===== config.mk =====
export PLATFORM = sky130hd
export DESIGN_NAME = byte_stuffing_deframer
export DESIGN_NICKNAME = d
export VERILOG_FILES = /design/src/rtl/bsd_pkg.sv /design/src/rtl/bsd_resq.sv /design/src/rtl/byte_stuffing_deframer.sv
export SDC_FILE = /design/constraint.sdc
export NUM_CORES = 1
export LEC_CHECK = 0
export BUFFER_PORTS_ARGS = -buffer_cell sky130_fd_sc_hd__buf_2
export CORE_MARGIN = 2
export CORE_UTILIZATION = 45
export CTS_CLUSTER_DIAMETER = 40
export CTS_CLUSTER_SIZE = 12
export DETAILED_ROUTE_END_ITERATION = 10
export PLACE_DENSITY = 0.67
export SLEW_MARGIN = 15
export SYNTH_ARGS = -nofsm -noshare
export SYNTH_HDL_FRONTEND = slang
export SYNTH_SLANG_ARGS = --single-unit
export TNS_END_PERCENT = 20

===== constraint.sdc =====
create_clock -name aclk -period 6 [get_ports aclk]
set_input_delay 1.2 -clock aclk [delete_from_list [all_inputs] [get_ports aclk]]
set_output_delay 1.2 -clock aclk [all_outputs]
set_load 0.01 [all_outputs]

===== src/rtl/bsd_pkg.sv =====
// Shared types and constants for the byte-stuffing deframer.
`timescale 1ns / 1ps
package bsd_pkg;

    localparam int unsigned BYTE_W     = 8;
    localparam int unsigned CFG_IDX_W  = 8;
    localparam int unsigned MAX_RES    = 3;   // results one byte can cause
    localparam int unsigned RES_CNT_W  = 2;
    localparam int unsigned Q_DEPTH    = 4;
    localparam int unsigned Q_PTR_W    = 2;
    localparam int unsigned Q_LVL_W    = 3;
    localparam int unsigned M_TDATA_W  = 24;

    localparam logic [CFG_IDX_W-1:0] REG_FLAG_CHAR   = 8'd0;
    localparam logic [CFG_IDX_W-1:0] REG_ESCAPE_CHAR = 8'd1;

    localparam logic [BYTE_W-1:0] FLAG_RESET   = 8'h24;  // '$'
    localparam logic [BYTE_W-1:0] ESCAPE_RESET = 8'h2F;  // '/'

    localparam logic KIND_DATA = 1'b0;
    localparam logic KIND_END  = 1'b1;

    typedef struct packed {
        logic              kind;
        logic [BYTE_W-1:0] out_byte;
        logic [BYTE_W-1:0] frame_parity;
        logic              short_frame;
        logic              run_last;
    } result_t;

    typedef struct packed {
        logic [Q_LVL_W-1:0] level;
        logic               not_empty;
    } q_status_t;

endpackage


===== src/rtl/bsd_resq.sv =====
// Small result queue: up to three writes per cycle, one read.
`timescale 1ns / 1ps
module bsd_resq (
    input  logic                                aclk,
    input  logic                                aresetn,
    input  logic [bsd_pkg::RES_CNT_W-1:0]       wr_cnt,
    input  bsd_pkg::result_t                    wr_data [bsd_pkg::MAX_RES],
    input  logic                                pop,
    output bsd_pkg::result_t                    head,
    output bsd_pkg::q_status_t                  status
);

    bsd_pkg::result_t                  mem_reg [bsd_pkg::Q_DEPTH];
    logic [bsd_pkg::Q_PTR_W-1:0]       wr_ptr_reg;
    logic [bsd_pkg::Q_PTR_W-1:0]       rd_ptr_reg;
    logic [bsd_pkg::Q_LVL_W-1:0]       level_reg;
    logic [bsd_pkg::Q_LVL_W-1:0]       level_next;
    logic                              do_pop;

    assign do_pop = pop && (level_reg != '0);
    assign level_next = level_reg + bsd_pkg::Q_LVL_W'(wr_cnt)
                        - bsd_pkg::Q_LVL_W'(do_pop);

    always_ff @(posedge aclk) begin
        for (int k = 0; k < bsd_pkg::MAX_RES; k++) begin
            if (bsd_pkg::RES_CNT_W'(k) < wr_cnt) begin
                mem_reg[wr_ptr_reg + bsd_pkg::Q_PTR_W'(k)] <= wr_data[k];
            end
        end
    end

    always_ff @(posedge aclk) begin
        if (!aresetn) begin
            wr_ptr_reg <= '0;
            rd_ptr_reg <= '0;
            level_reg  <= '0;
        end else begin
            wr_ptr_reg <= wr_ptr_reg + bsd_pkg::Q_PTR_W'(wr_cnt);
            rd_ptr_reg <= rd_ptr_reg + bsd_pkg::Q_PTR_W'(do_pop);
            level_reg  <= level_next;
        end
    end

    assign head             = mem_reg[rd_ptr_reg];
    assign status.level     = level_reg;
    assign status.not_empty = (level_reg != '0);

endmodule


===== src/rtl/byte_stuffing_deframer.sv =====
// Byte-stuffing deframer: unescapes, strips frame flags, reports parity per frame.
// Results of a beat are registered in the result queue; the m_ side shows its head.
// Throughput: one byte per cycle while each byte yields at most one result and m_tready
//   stays high; extra results must drain from the queue, and s_tready drops while the
//   four-entry result queue holds more than one result.
// Reset: aresetn (synchronous) empties the queue, clears frame state and sets
//   flag_char to '$' and escape_char to '/'.
`timescale 1ns / 1ps
module byte_stuffing_deframer (
    input  logic                               aclk,
    input  logic                               aresetn,
    // config write channel
    input  logic                               cfg_valid,
    output logic                               cfg_ready,
    input  logic [bsd_pkg::CFG_IDX_W-1:0]      cfg_index,
    input  logic [bsd_pkg::BYTE_W-1:0]         cfg_data,
    // input stream
    input  logic                               s_tvalid,
    output logic                               s_tready,
    input  logic [7:0]                         s_tdata,   // [7:0] rx_byte
    input  logic                               s_tuser,   // [0] decode_enable
    input  logic                               s_tlast,   // frame_end
    // result stream
    output logic                               m_tvalid,
    input  logic                               m_tready,
    output logic [bsd_pkg::M_TDATA_W-1:0]      m_tdata,   // [7:0] out_byte,
                                                          // [15:8] frame_parity,
                                                          // [16] short_frame
    output logic                               m_tuser,   // [0] kind
    output logic                               m_tlast    // run_last
);

    logic [bsd_pkg::BYTE_W-1:0] flag_reg;
    logic [bsd_pkg::BYTE_W-1:0] escape_reg;

    logic                       esc_pend_reg,  esc_pend_next;
    logic [bsd_pkg::BYTE_W-1:0] held_reg,      held_next;
    logic                       held_vld_reg,  held_vld_next;
    logic [1:0]                 seen_reg,      seen_next;
    logic [bsd_pkg::BYTE_W-1:0] parity_reg,    parity_next;
    logic                       in_frame_reg,  in_frame_next;
    logic                       mode_reg,      mode_next;

    logic                         s_beat;
    logic [bsd_pkg::RES_CNT_W-1:0] res_cnt;
    bsd_pkg::result_t             res [bsd_pkg::MAX_RES];
    bsd_pkg::result_t             head;
    bsd_pkg::q_status_t           q_stat;

    assign cfg_ready = 1'b1;
    assign s_tready  = (q_stat.level <= bsd_pkg::Q_LVL_W'(1));
    assign s_beat    = s_tvalid && s_tready;

    always_ff @(posedge aclk) begin
        if (!aresetn) begin
            flag_reg   <= bsd_pkg::FLAG_RESET;
            escape_reg <= bsd_pkg::ESCAPE_RESET;
        end else if (cfg_valid) begin
            unique case (cfg_index)
                bsd_pkg::REG_FLAG_CHAR:   flag_reg   <= cfg_data;
                bsd_pkg::REG_ESCAPE_CHAR: escape_reg <= cfg_data;
                default: ;
            endcase
        end
    end

    // Per-byte step: up to two characters go through the flag-dropping hold stage
    // in order; the third slot is used only for a trailing escape at frame end.
    always_comb begin
        logic                       mode;
        logic [2:0]                 push_v;
        logic [bsd_pkg::BYTE_W-1:0] push_c [3];
        logic [bsd_pkg::RES_CNT_W-1:0] n;

        mode          = in_frame_reg ? mode_reg : s_tuser;
        parity_next   = parity_reg ^ s_tdata;
        esc_pend_next = esc_pend_reg;
        held_next     = held_reg;
        held_vld_next = held_vld_reg;
        seen_next     = seen_reg;
        in_frame_next = 1'b1;
        mode_next     = mode;
        push_v        = '0;
        push_c[0]     = s_tdata;
        push_c[1]     = s_tdata;
        push_c[2]     = escape_reg;
        n             = '0;
        for (int k = 0; k < bsd_pkg::MAX_RES; k++) begin
            res[k] = '0;
        end

        if (mode) begin
            if (esc_pend_reg) begin
                esc_pend_next = 1'b0;
                if (s_tdata == flag_reg || s_tdata == escape_reg) begin
                    push_v[0] = 1'b1;
                end else begin
                    push_v[0] = 1'b1;
                    push_c[0] = escape_reg;
                    push_v[1] = 1'b1;
                end
            end else if (s_tdata == escape_reg) begin
                esc_pend_next = 1'b1;
            end else begin
                push_v[0] = 1'b1;
            end
            push_v[2] = s_tlast && esc_pend_next;
        end else begin
            res[0].kind     = bsd_pkg::KIND_DATA;
            res[0].out_byte = s_tdata;
            n               = 2'd1;
        end

        for (int k = 0; k < 3; k++) begin
            if (push_v[k]) begin
                if (seen_next == 2'd0) begin
                    seen_next = 2'd1;
                end else begin
                    if (held_vld_next) begin
                        res[n].kind     = bsd_pkg::KIND_DATA;
                        res[n].out_byte = held_next;
                        n               = n + 2'd1;
                    end
                    held_next     = push_c[k];
                    held_vld_next = 1'b1;
                    seen_next     = 2'd2;
                end
            end
        end

        if (s_tlast) begin
            res[n].kind         = bsd_pkg::KIND_END;
            res[n].frame_parity = parity_next;
            res[n].short_frame  = mode && (seen_next < 2'd2);
            res[n].run_last     = 1'b1;
            n                   = n + 2'd1;
            esc_pend_next       = 1'b0;
            held_next           = '0;
            held_vld_next       = 1'b0;
            seen_next           = 2'd0;
            parity_next         = '0;
            in_frame_next       = 1'b0;
            mode_next           = 1'b0;
        end
        res_cnt = s_beat ? n : '0;
    end

    always_ff @(posedge aclk) begin
        if (!aresetn) begin
            esc_pend_reg <= 1'b0;
            held_reg     <= '0;
            held_vld_reg <= 1'b0;
            seen_reg     <= 2'd0;
            parity_reg   <= '0;
            in_frame_reg <= 1'b0;
            mode_reg     <= 1'b0;
        end else if (s_beat) begin
            esc_pend_reg <= esc_pend_next;
            held_reg     <= held_next;
            held_vld_reg <= held_vld_next;
            seen_reg     <= seen_next;
            parity_reg   <= parity_next;
            in_frame_reg <= in_frame_next;
            mode_reg     <= mode_next;
        end
    end

    bsd_resq u_resq (
        .aclk    (aclk),
        .aresetn (aresetn),
        .wr_cnt  (res_cnt),
        .wr_data (res),
        .pop     (m_tready),
        .head    (head),
        .status  (q_stat)
    );

    assign m_tvalid = q_stat.not_empty;
    assign m_tdata  = {7'd0, head.short_frame, head.frame_parity, head.out_byte};
    assign m_tuser  = head.kind;
    assign m_tlast  = head.run_last;

    a_level_room: assert property (@(posedge aclk) disable iff (!aresetn)
        s_beat |-> q_stat.level <= bsd_pkg::Q_LVL_W'(1))
        else $error("input beat taken without room for its results");

    a_level_max: assert property (@(posedge aclk) disable iff (!aresetn)
        q_stat.level <= bsd_pkg::Q_LVL_W'(bsd_pkg::Q_DEPTH))
        else $error("result queue overfilled");

    a_data_clean: assert property (@(posedge aclk) disable iff (!aresetn)
        (m_tvalid && m_tuser == bsd_pkg::KIND_DATA) |-> (m_tdata[16:8] == 9'd0 && !m_tlast))
        else $error("data beat carries end status fields");

    a_frame_close: assert property (@(posedge aclk) disable iff (!aresetn)
        (s_beat && s_tlast) |=> (!in_frame_reg && !esc_pend_reg && seen_reg == 2'd0))
        else $error("frame state not cleared after last beat");

endmodule


-- Word-level counts from Yosys, hierarchy flattened
Memory sizes are Yosys's and may differ from the RTL's. A register that Yosys moved wholly into a read port is not among the register bits.
Index checks and enable logic that the tools add are counted.
Widths: inputs -> output; s select.
- output and inout bits: 29
- memory bits (writable): 76
- register bits: 45
- bits of input ports: 31
- memories: 1
- memory list (name ; depth ; bits a word ; rd ports ; clocked after Yosys merged registers in ; write ports ; line ; RTL):
    u_resq.mem_reg ; 4 ; 19 ; 1 ; 1 ; 3 ; bsd_resq.sv:13 ; bsd_pkg::result_t mem_reg [bsd_pkg::Q_DEPTH];
- bitwise operators: 5
- $lt $le $gt $ge: 13
- reductions and logical operators: 18
- equality and inequality tests: 3
- muxes and demuxes: 98
- $add $sub $neg: 10
- operator list (kind ; count):
    $bwmux 57 ; 10
    $mux 57 ; 10
    $demux 19 s2 ; 10
    $mux 8 ; 12
    $mux 19 ; 4
    $mux 18 ; 3
    $mux 2 ; 20
    $mux 1 ; 27
    $eq 8x8->1 ; 2
    $ge 3x3->1 const B ; 4
    $lt 3x1->1 const B ; 4
    $not 2->3 ; 4
    $add 2x1->2 const B ; 5
    $mux 10 ; 1
    $eq 8x1->1 const B ; 1
    $logic_and 1x1->1 ; 8
    $logic_not 8->1 ; 1
    $xor 8x8->8 ; 1
    $logic_not 2->1 ; 3
    $reduce_and 2->1 ; 3
    $lt 1x2->1 const A ; 2
    $add 3x2->3 ; 1
    $le 3x1->1 const B ; 1
    $mux 3 ; 1
    9 further kinds ; 9

-- Logic depth before layout (Yosys ltp)
- depth in word-level cells: 27
- mapped depth: 22
- depth with buffers taken out: 20

-- Modules after synthesis
Synthesis repeated with hierarchy kept, for this count alone.
- cell total of the unflattened synthesis: 886
- area, all modules: 7857.5 um^2
- modules (own cells, without submodules) (module ; cells each ; sequential area each (um^2) ; area each (um^2) ; instances):
    bsd_resq ; 494 ; 2422.3 ; 4794.6 ; 1
    byte_stuffing_deframer ; 392 ; 760.7 ; 3062.9 ; 1

-- Worst setup path after synthesis
Ideal clock, no wire load.
- path type: input to register
- from: in s_tdata[5]
- to: mem u_resq.mem_reg[1][0] in the netlist's numbering, enable pin
- buffers on the path: 2
- data arrival time: 5339 ps
- path slack: 262 ps
- stages: 19
- required time: 5601 ps
- setup time: 399 ps
- cell sequence: buf_2 xnor2_1 and4_1 nand2_2 clkbuf_1 nor2_1 o21ai_0 ha_1 nor3_1 nor2_1 ha_1 a21oi_1 inv_1 ha_1 nand2_1 nand2_1 a21oi_4 nand3_1 a21oi_1
- RTL lines (what ; line ; RTL):
    start, declared ; byte_stuffing_deframer.sv:20 ; input logic [7:0] s_tdata,
    end, declared ; bsd_resq.sv:13 ;

==> impl_metrics.csv <==
group,metric,value,unit
yosys,syn_area_per_cell,10.63,um^2
placed_design,placed_area,0.007966,mm^2
cts,cts_resized,0,
worst_setup_path,cp_common_cell,"ha_1",
floorplan,coreArea,0.01652,mm^2
yosys,seq_area_frac_synth,40.54,%
yosys,synth_edf_count,72,
timing,hold_violations,0,
cts,insertion_delay,0.43,ns
placed_design,gp_congestion,0.9992,
worst_setup_path,critical_path_class,"primary input to flip-flop",
worst_setup_path,cp-end-kind,"flip-flop",
final_layout,final_nets,804,
timing,fin_skew,0.007286,ns
power,power-per-cell-area,328.8,mW/mm^2
route,vias,5869,
final_layout,area_growth,12.97,%
route,via_per_inst,5.922,
route,wl,20350,um
cts,cts_hold_buf,0,
timing,setup_ws,0.5666,ns
power,seq_power_share,36.5,%
timing,setup_viol,0,
cts,clkSinkCount,117,
yosys,syn_inst,711,
grt,antenna_found_initial,1,
placed_design,portBuffers,51,
cts,cts_made_buffers,17,
route,first_iter_violations,644,
route,ant_nets,0,
timing,worst_slew_pin_slew,1.030,ns
worst_setup_path,start_kind,"primary input",
worst_setup_path,cp_slowest_cell,"mux2_1",
timing,timing.hold.ws,0.4951,ns
yosys,yosysMostFrequentCell,"edfxtp_1",
grt,grt_pass1_vias,5689,
route,firstDrtPassIters,5,
power,leakagePower,3.266,nW
cts,clock_path_buffers,2,
final_layout,finalInstanceArea,0.008536,mm^2
grt,grt_pass1_wl,32420,um
worst_setup_path,crit_chain,"buf_2 -> mux2_2 -> inv_1 -> ha_1 -> nand2_1 -> o21ai_0 -> ha_1 -> nor3_1 -> nor2_1 -> ha_1 -> a21oi_1 -> inv_1 -> ha_1 -> a21oi_1 -> and3_1 -> a21boi_4 -> mux2_1 -> o22ai_4 -> nor2_1",
power,p_switching,920.4,uW
yosys,synth_cell_types,81,
final_layout,ff_latch_area,0.003063,mm^2
power,clock_power_share,35.2,%
route,drcViolationCount,0,
floorplan,die_width,133.6,um
floorplan,rows,47,
cts,tritoncts,"built",
yosys,async_reset_ff_share,0,%
worst_setup_path,required,6.18,ns
grt,overflow,0,
placed_design,hpwl,14880,um
floorplan,initial_core_util,45.73,%
worst_setup_path,critPathArrivalTime,5.61,ns
power,irDropWorstVdd,209.2,uV
worst_setup_path,critical_path.max_stage_delay,0.39,ns
final_layout,final_cells,991,
timing,drv_slew,0,
placed_design,place_ws,0.2878,ns
yosys,synth_common_cells,"edfxtp_1, mux2i_1, nor2_1",
yosys,ys.flop_type,"edfxtp_1",
yosys,yosys_warnings,0,
cts,clk_pin_slew,0.06,ns
timing,max_freq,184.0,MHz
grt,grt_usage,23.83,%
yosys,synth-seq-cells,117,
final_layout,largest_register_ffs,72,
yosys,synth.area.top_cells,"edfxtp_1, dfxtp_1, mux2i_1, mux4_2, nor2_1",
final_layout,multi_input_area,0.004151,mm^2
power,p_sw_share,32.79,%
floorplan,die-height,133.6,um
grt,grt_max_degree,44,
yosys,syn_area,0.007556,mm^2
run_status,status,"complete, no violations",
final_layout,nFillCells,1459,
worst_hold_path,hold_path_class,"flip-flop to flip-flop",
timing,rsz0062_at_grt,"false",
final_layout,drive_gt1_share,22.18,%
timing,min_period_over_period,90.56,%
floorplan,die-area,0.01784,mm^2
worst_setup_path,cp_max_fo,11,
placed_design,dp_cells,959,
timing,setup_tns,0,ns
power,internal_power,1.886,mW
power,combPwrFrac,28.3,%
route,wire_per_inst,20.53,um
timing,min_period,5.433,ns
cts,cts_setup_buffers,0,
run,max_cap_violations,0,
cts,htree_levels,4,
yosys,yosysTopAreaCellShare,28.61,%
timing,slew_headroom,31.35,%
final_layout,diodes,0,
cts,cts-root-buf,"clkbuf_16",
floorplan,io_pins,60,
yosys,synth_top_area_cell,"edfxtp_1",
## power groups by stage
stage / Sequential [mW] / Clock (mW) / Combinational, mW
after global routing: 1.04 / 1.04 / 0.867
after global placement: 1.03 / 0 / 0.780
after CTS: 1.03 / 0.995 / 0.801
final: 1.02 / 0.988 / 0.794
after detailed placement: 1.04 / 0 / 0.797
after floorplan: 1.01 / 0 / 0.604
## per-layer routing
metal  wire length (um)  track usage [%]
met5                 23                0
met3               1335            4.871
met4                573            9.870
met1               8843            31.81
met2               9574            37.94
## logic make-up after synthesis
group / count (synthesis) / share of synthesized area, %
AND/OR/NAND/NOR: 217 / 14.80
AO/OA/AOI/OAI: 171 / 18.15
flip-flops: 117 / 40.54
multiplexers: 93 / 15.48
buffers and inverters: 66 / 4.868
XOR/XNOR: 30 / 3.477
adder cells (fa/ha/maj): 15 / 2.583
other: 2 / 0.09939
## worst max-delay path: cells and delay by family
family / cells / cell delay (ns)
AND/OR/NAND/NOR: 5 / 0.89
adder cells (fa/ha/maj): 4 / 1.21
buffers and inverters: 3 / 0.27
multiplexers: 2 / 0.66
AO/OA/AOI/OAI: 5 / 1.37
## per-stage QoR
stage	power (mW)	utilization (%)
final	2.807	51.65
after global routing	2.945	51.65
after CTS	2.822	51.65
after detailed placement	1.840	48.21
after global placement	1.815	48.21
after floorplan	1.613	-
## cell usage in the layout, fill, tap and decap left out, types with 3 or more instances in the layout
| master | instances |
|---|---|
| edfxtp_1 | 72 |
| mux2i_1 | 64 |
| nor2_1 | 61 |
| nand2_1 | 60 |
| buf_2 | 51 |
| dfxtp_1 | 45 |
| o22ai_1 | 33 |
| o21ai_0 | 28 |
| buf_4 | 22 |
| a21oi_1 | 21 |
| and2_1 | 19 |
| nor2b_1 | 19 |
| nor3b_1 | 18 |
| mux4_2 | 18 |
| xor2_1 | 17 |
| a211oi_1 | 17 |
| clkbuf_16 | 17 |
| inv_1 | 15 |
| ha_1 | 14 |
| xnor2_1 | 13 |
| mux2_2 | 10 |
| a22oi_1 | 9 |
| conb_1 | 8 |
| nand3_1 | 6 |
| o22a_1 | 6 |
| nand4_1 | 5 |
| nand2b_1 | 5 |
| a32oi_1 | 5 |
| inv_6 | 5 |
| nand2_2 | 4 |
| a32o_1 | 4 |
| a21boi_0 | 4 |
| and3_1 | 3 |
| nor3_1 | 3 |
| o211ai_1 | 3 |
| a2bb2o_1 | 3 |
| o221ai_1 | 3 |
| clkinv_2 | 3 |
## area by class of cell
class,instances,share of cell area [%]
flip-flops and latches,117,35.88
multi-input cells,534,48.64
clock inverters,15,1.686
clock buffers,17,4.984
well taps,220,3.225
repair buffers,73,4.925
inverters,15,0.6596
## worst paths after layout
path | start | to | slack, ns | depth (start not counted)
max | s_tuser | u_resq.mem_reg[2][4] | 0.57 | 19
min reg2reg | in_frame_reg | in_frame_reg | 0.50 | 2
min | in_frame_reg | in_frame_reg | 0.50 | 2
max reg2reg | in_frame_reg | u_resq.mem_reg[2][4] | 1.01 | 18
(Power assumes the default switching activity.)
